File: src/sv/utfd_pkg.sv
// ----------------------------------------------------------------------------
// utfd_pkg: shared types and constants of the utf-8 sequence decoder
// Lead byte limits, value limits and the classified window that travels
// from the front classifier through the queue to the back end.
// ----------------------------------------------------------------------------
package utfd_pkg;

  // lead byte limits
  localparam logic [7:0] LEAD_MIN_MULTI = 8'h80;
  localparam logic [7:0] LEAD_MIN_TWO   = 8'hc2;
  localparam logic [7:0] LEAD_MIN_THREE = 8'he0;
  localparam logic [7:0] LEAD_MIN_FOUR  = 8'hf0;
  localparam logic [7:0] LEAD_MAX_FOUR  = 8'hf4;

  // continuation byte form
  localparam logic [1:0] CONT_TAG = 2'b10;

  // smallest values of three- and four-byte forms, largest scalar value
  localparam logic [20:0] MIN_THREE  = 21'h000800;
  localparam logic [20:0] MIN_FOUR   = 21'h010000;
  localparam logic [20:0] MAX_SCALAR = 21'h10ffff;

  // window size
  localparam logic [2:0] WINDOW_BYTES = 3'd4;

  // classified window
  typedef struct packed {
    logic        empty;     // no bytes available
    logic        ascii;     // single-byte sequence
    logic        bad_lead;  // lead byte outside c2 to f4, ascii bytes included
    logic [2:0]  width;     // length announced by the lead byte
    logic [2:0]  avail;     // available count, clipped to the window
    logic [3:1]  cont;      // continuation form of bytes one to three
    logic [7:0]  lead;      // lead byte
    logic [17:0] tails;     // payload bits of bytes one to three, byte one high
  } cls_t;

  // queue status towards the front
  typedef struct packed {
    logic full;
    logic empty;
  } q_status_t;

endpackage

File: src/sv/utfd_front.sv
// ----------------------------------------------------------------------------
// utfd_front: window classifier
// Splits an input beat into its bytes, clips the available count and
// classifies the lead byte and the continuation bytes.
// ----------------------------------------------------------------------------
module utfd_front (
  input  logic [39:0]     win_data,  // first, second, third, fourth byte, count
  output utfd_pkg::cls_t  cls
);

  logic [7:0] b0;
  logic [7:0] b1;
  logic [7:0] b2;
  logic [7:0] b3;
  logic [2:0] avail_raw;

  assign b0        = win_data[7:0];
  assign b1        = win_data[15:8];
  assign b2        = win_data[23:16];
  assign b3        = win_data[31:24];
  assign avail_raw = win_data[34:32];

  // classification of the window
  always_comb begin
    cls.avail    = (avail_raw > utfd_pkg::WINDOW_BYTES) ? utfd_pkg::WINDOW_BYTES : avail_raw;
    cls.empty    = (cls.avail == 3'd0);
    cls.ascii    = (b0 < utfd_pkg::LEAD_MIN_MULTI);
    cls.bad_lead = (b0 < utfd_pkg::LEAD_MIN_TWO) || (b0 > utfd_pkg::LEAD_MAX_FOUR);
    if (b0 < utfd_pkg::LEAD_MIN_MULTI) begin
      cls.width = 3'd1;
    end else if (b0 < utfd_pkg::LEAD_MIN_THREE) begin
      cls.width = 3'd2;
    end else if (b0 < utfd_pkg::LEAD_MIN_FOUR) begin
      cls.width = 3'd3;
    end else begin
      cls.width = 3'd4;
    end
    cls.cont[1] = (b1[7:6] == utfd_pkg::CONT_TAG);
    cls.cont[2] = (b2[7:6] == utfd_pkg::CONT_TAG);
    cls.cont[3] = (b3[7:6] == utfd_pkg::CONT_TAG);
    cls.lead    = b0;
    cls.tails   = {b1[5:0], b2[5:0], b3[5:0]};
  end

endmodule

File: src/sv/utfd_queue.sv
// ----------------------------------------------------------------------------
// utfd_queue: queue of classified windows
// Small first-in first-out store between the classifier and the back end,
// so that either side can stall on its own.
// ----------------------------------------------------------------------------
module utfd_queue #(
  parameter int DEPTH = 2
) (
  input  logic                  clk,
  input  logic                  rst_n,
  input  logic                  push,
  input  utfd_pkg::cls_t        push_data,
  input  logic                  pop,
  output utfd_pkg::cls_t        head,
  output utfd_pkg::q_status_t   status
);

  localparam int PTR_W = (DEPTH > 1) ? $clog2(DEPTH) : 1;
  localparam int CNT_W = $clog2(DEPTH + 1);

  utfd_pkg::cls_t   store_r [DEPTH];
  logic [PTR_W-1:0] wr_ptr_r;
  logic [PTR_W-1:0] wr_ptr_nxt;
  logic [PTR_W-1:0] rd_ptr_r;
  logic [PTR_W-1:0] rd_ptr_nxt;
  logic [CNT_W-1:0] count_r;
  logic [CNT_W-1:0] count_nxt;

  // pointer and fill count update
  always_comb begin
    wr_ptr_nxt = wr_ptr_r;
    rd_ptr_nxt = rd_ptr_r;
    count_nxt  = count_r;
    if (push) begin
      wr_ptr_nxt = (wr_ptr_r == PTR_W'(DEPTH - 1)) ? '0 : wr_ptr_r + PTR_W'(1);
    end
    if (pop) begin
      rd_ptr_nxt = (rd_ptr_r == PTR_W'(DEPTH - 1)) ? '0 : rd_ptr_r + PTR_W'(1);
    end
    if (push && !pop) begin
      count_nxt = count_r + CNT_W'(1);
    end else if (pop && !push) begin
      count_nxt = count_r - CNT_W'(1);
    end
  end

  always_ff @(posedge clk) begin
    if (!rst_n) begin
      wr_ptr_r <= '0;
      rd_ptr_r <= '0;
      count_r  <= '0;
    end else begin
      wr_ptr_r <= wr_ptr_nxt;
      rd_ptr_r <= rd_ptr_nxt;
      count_r  <= count_nxt;
    end
  end

  // entry storage
  always_ff @(posedge clk) begin
    if (push) begin
      store_r[wr_ptr_r] <= push_data;
    end
  end

  assign head         = store_r[rd_ptr_r];
  assign status.full  = (count_r == CNT_W'(DEPTH));
  assign status.empty = (count_r == '0);

endmodule

File: src/sv/utfd_back.sv
// ----------------------------------------------------------------------------
// utfd_back: sequence decode and result register
// Assembles the code point, applies the overlong and range checks, works
// out the invalid span and holds the result beat in an output register.
// ----------------------------------------------------------------------------
module utfd_back (
  input  logic            clk,
  input  logic            rst_n,
  input  utfd_pkg::cls_t  head,
  input  logic            head_valid,
  output logic            pop,
  output logic            out_tvalid,
  input  logic            out_tready,
  output logic [31:0]     out_tdata   // sequence_length, code_value, skip_length
);

  logic [5:0]  t1;
  logic [5:0]  t2;
  logic [5:0]  t3;
  logic [20:0] value;
  logic        cont_ok;
  logic        short_win;
  logic        overlong;
  logic        seq_ok;
  logic [1:0]  span;
  logic [2:0]  len_nxt;
  logic [20:0] code_nxt;
  logic [1:0]  skip_nxt;
  logic        valid_r;
  logic        valid_nxt;
  logic [2:0]  len_r;
  logic [20:0] code_r;
  logic [1:0]  skip_r;

  assign t1 = head.tails[17:12];
  assign t2 = head.tails[11:6];
  assign t3 = head.tails[5:0];

  // code point assembly by announced length
  always_comb begin
    case (head.width)
      3'd2:    value = {10'd0, head.lead[4:0], t1};
      3'd3:    value = {5'd0, head.lead[3:0], t1, t2};
      3'd4:    value = {head.lead[2:0], t1, t2, t3};
      default: value = {13'd0, head.lead};
    endcase
  end

  // validity checks
  always_comb begin
    cont_ok   = ((head.width <= 3'd1) || head.cont[1]) &&
                ((head.width <= 3'd2) || head.cont[2]) &&
                ((head.width <= 3'd3) || head.cont[3]);
    short_win = (head.width > head.avail);
    overlong  = ((head.width == 3'd3) && (value < utfd_pkg::MIN_THREE)) ||
                ((head.width == 3'd4) && (value < utfd_pkg::MIN_FOUR)) ||
                (value > utfd_pkg::MAX_SCALAR);
    seq_ok    = !head.bad_lead && !short_win && cont_ok && !overlong;
  end

  // invalid span: up to the first non-continuation byte, else avail or width - 1
  always_comb begin
    if (head.bad_lead) begin
      span = 2'd1;
    end else if ((head.width > 3'd1) && (head.avail > 3'd1) && !head.cont[1]) begin
      span = 2'd1;
    end else if ((head.width > 3'd2) && (head.avail > 3'd2) && !head.cont[2]) begin
      span = 2'd2;
    end else if ((head.width > 3'd3) && (head.avail > 3'd3) && !head.cont[3]) begin
      span = 2'd3;
    end else if (short_win) begin
      span = head.avail[1:0];
    end else begin
      span = 2'(head.width - 3'd1);
    end
  end

  // result selection
  always_comb begin
    len_nxt  = 3'd0;
    code_nxt = '0;
    skip_nxt = 2'd0;
    if (head.empty) begin
      len_nxt = 3'd0;
    end else if (head.ascii) begin
      len_nxt  = 3'd1;
      code_nxt = {13'd0, head.lead};
    end else if (seq_ok) begin
      len_nxt  = head.width;
      code_nxt = value;
    end else begin
      skip_nxt = span;
    end
  end

  // output register handshake
  assign pop       = head_valid && (!valid_r || out_tready);
  assign valid_nxt = pop ? 1'b1 : (valid_r && !out_tready);

  always_ff @(posedge clk) begin
    if (!rst_n) begin
      valid_r <= 1'b0;
    end else begin
      valid_r <= valid_nxt;
    end
  end

  always_ff @(posedge clk) begin
    if (pop) begin
      len_r  <= len_nxt;
      code_r <= code_nxt;
      skip_r <= skip_nxt;
    end
  end

  assign out_tvalid = valid_r;
  assign out_tdata  = {6'd0, skip_r, code_r, len_r};

endmodule

File: src/sv/utf8_sequence_decoder.sv
// ----------------------------------------------------------------------------
// utf8_sequence_decoder: utf-8 sequence decoder
// Decodes the sequence at the start of a four-byte window into its length,
// code point and, for an invalid sequence, the length of the span to skip.
// ----------------------------------------------------------------------------
// The decoder takes one window per clock cycle and keeps that rate for as
// long as the result side takes a beat each cycle. An accepted window is
// written, classified, into a queue of QUEUE_DEPTH entries; the back end
// decodes the window at the queue head and loads the result into the
// output register when that register is empty or its beat is being taken.
// The result beat is then offered on out_tdata with out_tvalid high.
// While the result side is stalled the queue holds up to QUEUE_DEPTH
// classified windows behind the output register; in_tready falls only once
// the queue is full. Surrogate code points are reported as valid, and an
// available count above four counts as four.
module utf8_sequence_decoder #(
  parameter int QUEUE_DEPTH = 2
) (
  input  logic        clk,
  input  logic        rst_n,
  input  logic        in_tvalid,
  output logic        in_tready,
  input  logic [39:0] in_tdata,    // first_byte, second_byte, third_byte,
                                   // fourth_byte, bytes_available
  output logic        out_tvalid,
  input  logic        out_tready,
  output logic [31:0] out_tdata    // sequence_length, code_value, skip_length
);

  utfd_pkg::cls_t      front_cls;
  utfd_pkg::cls_t      q_head;
  utfd_pkg::q_status_t q_status;
  logic                q_push;
  logic                q_pop;

  // front: classify the incoming window
  utfd_front u_front (
    .win_data (in_tdata),
    .cls      (front_cls)
  );

  assign in_tready = !q_status.full;
  assign q_push    = in_tvalid && in_tready;

  // queue between front and back
  utfd_queue #(
    .DEPTH (QUEUE_DEPTH)
  ) u_queue (
    .clk       (clk),
    .rst_n     (rst_n),
    .push      (q_push),
    .push_data (front_cls),
    .pop       (q_pop),
    .head      (q_head),
    .status    (q_status)
  );

  // back: decode and hold the result beat
  utfd_back u_back (
    .clk        (clk),
    .rst_n      (rst_n),
    .head       (q_head),
    .head_valid (!q_status.empty),
    .pop        (q_pop),
    .out_tvalid (out_tvalid),
    .out_tready (out_tready),
    .out_tdata  (out_tdata)
  );

  // a valid sequence never carries a skip length
  a_len_no_skip : assert property (@(posedge clk) disable iff (!rst_n)
    (out_tvalid && (out_tdata[2:0] != 3'd0)) |-> (out_tdata[25:24] == 2'd0))
    else $error("valid sequence with nonzero skip length");

  // an invalid or empty result carries no code point
  a_invalid_zero_code : assert property (@(posedge clk) disable iff (!rst_n)
    (out_tvalid && (out_tdata[2:0] == 3'd0)) |-> (out_tdata[23:3] == 21'd0))
    else $error("invalid result with nonzero code value");

  // a decoded code point stays within the scalar range
  a_code_range : assert property (@(posedge clk) disable iff (!rst_n)
    out_tvalid |-> (out_tdata[23:3] <= utfd_pkg::MAX_SCALAR))
    else $error("code value above scalar range");

  // the back end never takes from an empty queue
  a_no_pop_empty : assert property (@(posedge clk) disable iff (!rst_n)
    q_pop |-> !q_status.empty)
    else $error("pop from empty queue");

  // a beat accepted into an empty queue while the output register is free or being taken is popped in the next cycle
  a_queue_flow : assert property (@(posedge clk) disable iff (!rst_n)
    (q_push && q_status.empty && (!out_tvalid || out_tready)) |=> q_pop)
    else $error("queued beat not taken by back end");

endmodule

File: config.mk
export PLATFORM = sky130hd
export DESIGN_NAME = utf8_sequence_decoder
export DESIGN_NICKNAME = d
export VERILOG_FILES = /design/src/sv/utfd_pkg.sv /design/src/sv/utfd_front.sv /design/src/sv/utfd_queue.sv /design/src/sv/utfd_back.sv /design/src/sv/utf8_sequence_decoder.sv
export SDC_FILE = /design/constraint.sdc
export NUM_CORES = 1
export LEC_CHECK = 0
export BUFFER_PORTS_ARGS = -buffer_cell sky130_fd_sc_hd__buf_2
export CAP_MARGIN = 20
export CORE_MARGIN = 1.5
export CORE_UTILIZATION = 25
export DETAILED_ROUTE_END_ITERATION = 10
export SLEW_MARGIN = 20
export SYNTH_ARGS = -nofsm -noshare
export SYNTH_HDL_FRONTEND = slang
export SYNTH_HIERARCHICAL = 1
export SYNTH_SLANG_ARGS = --single-unit
File: constraint.sdc
create_clock -name clk -period 8.8 [get_ports clk]
set_input_delay 0.44 -clock clk [delete_from_list [all_inputs] [get_ports clk]]
set_output_delay 0.44 -clock clk [all_outputs]
set_load 0.02 [all_outputs]
==> reports/qor.yml <==
drt:
  post_drt_via_cell_ratio: 4.21
  ant_nets: 0
  firstDrtPassIters: 4
  route.met2.wl_um: 4720
  wl_um: 9740
  wl_met3_um: 701
  dr.first_iter.drc_count: 295
  vias: 2765
  wl_met1_um: 4110
  highest_layer: "met5"
  wl_per_cell_um: 14.8
  drc: 0
synthesis:
  yosysSeqAreaShare_pct: 63.7
  ys_types: 57
  syn_area_per_cell_um2: 14.5
  postSynthCellCount: 345
  synth_top_cell_area_share_pct: 61.3
  yosys.area_share.xor_xnor_pct: 0.526
  synth_compound_gate_area_share_pct: 8.64
  yosysWarnings: 6
  synthMuxAreaShare_pct: 8.77
  yosys-top-cells-area: "edfxtp_1, mux2_2, buf_4"
  synth-edff-count: 102
  synth_top_area_cell: "edfxtp_1"
  syn-cell-area_um2: 4990
  synthFlopType: "edfxtp_1"
  ys_ff_latch: 108
  synthArstFlopShare_pct: 0
  synthAdderAreaFrac_pct: 2.00
  synthSimpleGateAreaFrac_pct: 9.04
  synth_top_family_by_area: "simple AND/OR/NAND/NOR gates"
placed_design:
  pre_cts_ws_ns: 5.12
  port_buffers: 66
  placed_cells: 639
  place_congestion: 0.758
  place_hpwl_um: 6960
cts:
  clk_latency_ns: 0.35
  cts_resized: 0
  cts_max_path_buffers: 2
  hold_buffers: 0
  post_cts_buffers: 0
  clockRootBuffer: "clkbuf_16"
  clock-sinks: 108
  cts_tree: "done"
  path_clk_slew_ns: 0.07
  cts_buffers: 9
  ctsHtreeMaxLevel: 3
timing:
  hold_ws_ns: 0.277
  fin_crit_sh_pct: 41.9
  fmax_ghz: 0.271
  maxSlewViolCount: 0
  worstMarginPinSlew_ns: 0.852
  min_period_ns: 3.68
  hold_violations: 0
  skew_ns: 0.0110
  slew_headroom_pct: 43.1
  setup_slack_ns: 5.12
  tns_ns: 0
  setup_violations: 0
  rsz0062_at_grt: "no"
pwr:
  power_density_nw_per_um2: 300
  total_power_uw: 1710
  clock_power_share_pct: 22.8
  internal_power_uw: 1120
  ir_worst_vdd_uv: 120
  p_sw_uw: 593
  netSwitchingFraction_pct: 34.6
  combPwrFrac_pct: 34.2
  cellLeakagePower_uw: 0.00206
  p_seq_share_pct: 43.0
floorplanning:
  fp.dieH_um: 144
  die_area_um2: 20800
  rows: 51
  io_pins: 78
  start_util_pct: 25.6
  dieWidth_um: 144
  core_area_um2: 19500
worst_hold_path:
  hp-class: "primary input to flip-flop"
  hold_start: "in_tdata[16]"
setup_path:
  setup.worst_path.start_class: "flip-flop"
  path_max_fanout: 38
  required_ns: 8.90
  crit_type: "flip-flop to flip-flop"
  endpoint_kind: "flip-flop"
  worstPathArrival_ns: 3.78
global_routing:
  antenna_found_initial: 1
  grt_start_max_net_pins: 40
  grt_pass1_vias: 2733
  overflow: 0
  grt_pass1_wl_um: 14700
  grt_use_total_pct: 9.47
finish:
  mostFrequentLayoutCell: "edfxtp_1"
  final_cell_mix: "edfxtp_1, buf_2, mux2_2"
  layout-drive-gt1-share_pct: 34.3
  area_delta_synth_final_pct: 14.2
  insertedDiodeCount: 0
  fin_cells: 656
  final_nets: 438
flow_run:
  maxCapViolCount: 0
run_status:
  status: "finished, final reports clean"
==> cells by family (layout without fill, tap and decap cells) <==
family,Yosys count,in the layout
AOI/OAI and AO/OA,52,52
and+or+nand+nor,78,78
DFF,108,108
adders and majority gates,8,8
muxes,39,39
buffers and inverters,56,97
other,1,6
xor gates and xnor gates,3,3
==> state kept, by name (all words and copies together) (netlist names), named ones only <==
register / cells
u_back/out_tvalid: 1
u_queue/rd_ptr_r: 1
u_queue/wr_ptr_r: 1
u_queue/count_r: 2
u_back/skip_r: 2
u_back/len_r: 3
u_back/code_r: 21
u_queue/store_r: 76
==> layer usage <==
metal | vias to the layer above | GRT usage (%)
li1 | 1353 | -
met1 | 1327 | 10.9
met2 | 69 | 15.6
met3 | 14 | 3.44
met4 | 2 | 4.52
met5 | - | 0
==> area by class of cell <==
| type | instances | area, um2 |
|---|---|---|
| fill | 1988 | 13800 |
| clock buffer | 9 | 225 |
| sequential | 108 | 3180 |
| multi-input combinational | 186 | 1480 |
| inverter | 11 | 41.3 |
| tap | 265 | 332 |
| clock inverter | 7 | 67.6 |
| timing repair buffer | 70 | 373 |
==> path summary, 6_finish.rpt <==
kind | endpoint | slack, ns | cells past startpoint
worst min-delay path | u_queue/store_r[0][6]$_DFFE_PP_ | 0.28 | 1
worst max-delay path | u_back/code_r[5]$_SDFFCE_PP0P_ | 5.12 | 9
worst max register to register | u_back/code_r[5]$_SDFFCE_PP0P_ | 5.12 | 9
worst min register to register | u_queue/count_r[1]$_SDFFE_PN0P_ | 0.50 | 2
==> worst max-delay path, stage by stage (launching register included) <==
cell	delay (ns)
dfxtp_1	0.31
buf_4	0.42
mux2_2	0.45
inv_1	0.17
ha_1	0.22
and2_1	0.63
nand3_1	0.28
nand4_1	0.39
nor2_1	0.28
a22o_1	0.28
==> power by group through the flow <==
stage | Clock, uW | Combinational [uW] | Sequential, uW
after floorplan | 0 | 363 | 819
after global placement | 0 | 567 | 752
after detailed placement | 0 | 583 | 751
after CTS | 404 | 586 | 740
after global routing | 418 | 638 | 746
final | 391 | 586 | 736
==> cell usage after synthesis, types with 2 or more instances <==
cell      instances
xor2_1            2
and2_1            5
ha_1              8
buf_2             3
o21ai_0           3
a21oi_1           5
dfxtp_1           6
or3_1             2
edfxtp_1        102
a22o_1           11
nor3_1           12
a22oi_1          13
nor2b_1          12
buf_4            33
and3_1            5
clkbuf_1          5
inv_1            11
nand4_1           2
nor2_1            7
nand2b_1          2
nand3_1           2
nand2_1          17
mux2_2           38
buf_6             3
o21a_1            3
a21o_1            2
==> stage by stage <==
stage          util [%]  area (um2)
4_1_cts            29.1        5680
6_report           29.2        5700
5_1_grt            29.2        5700
2_1_floorplan         -        5010
3_5_place_dp       27.6        5390
3_3_place_gp       27.6        5390
Note: power is estimated with default switching activity, not from simulation.
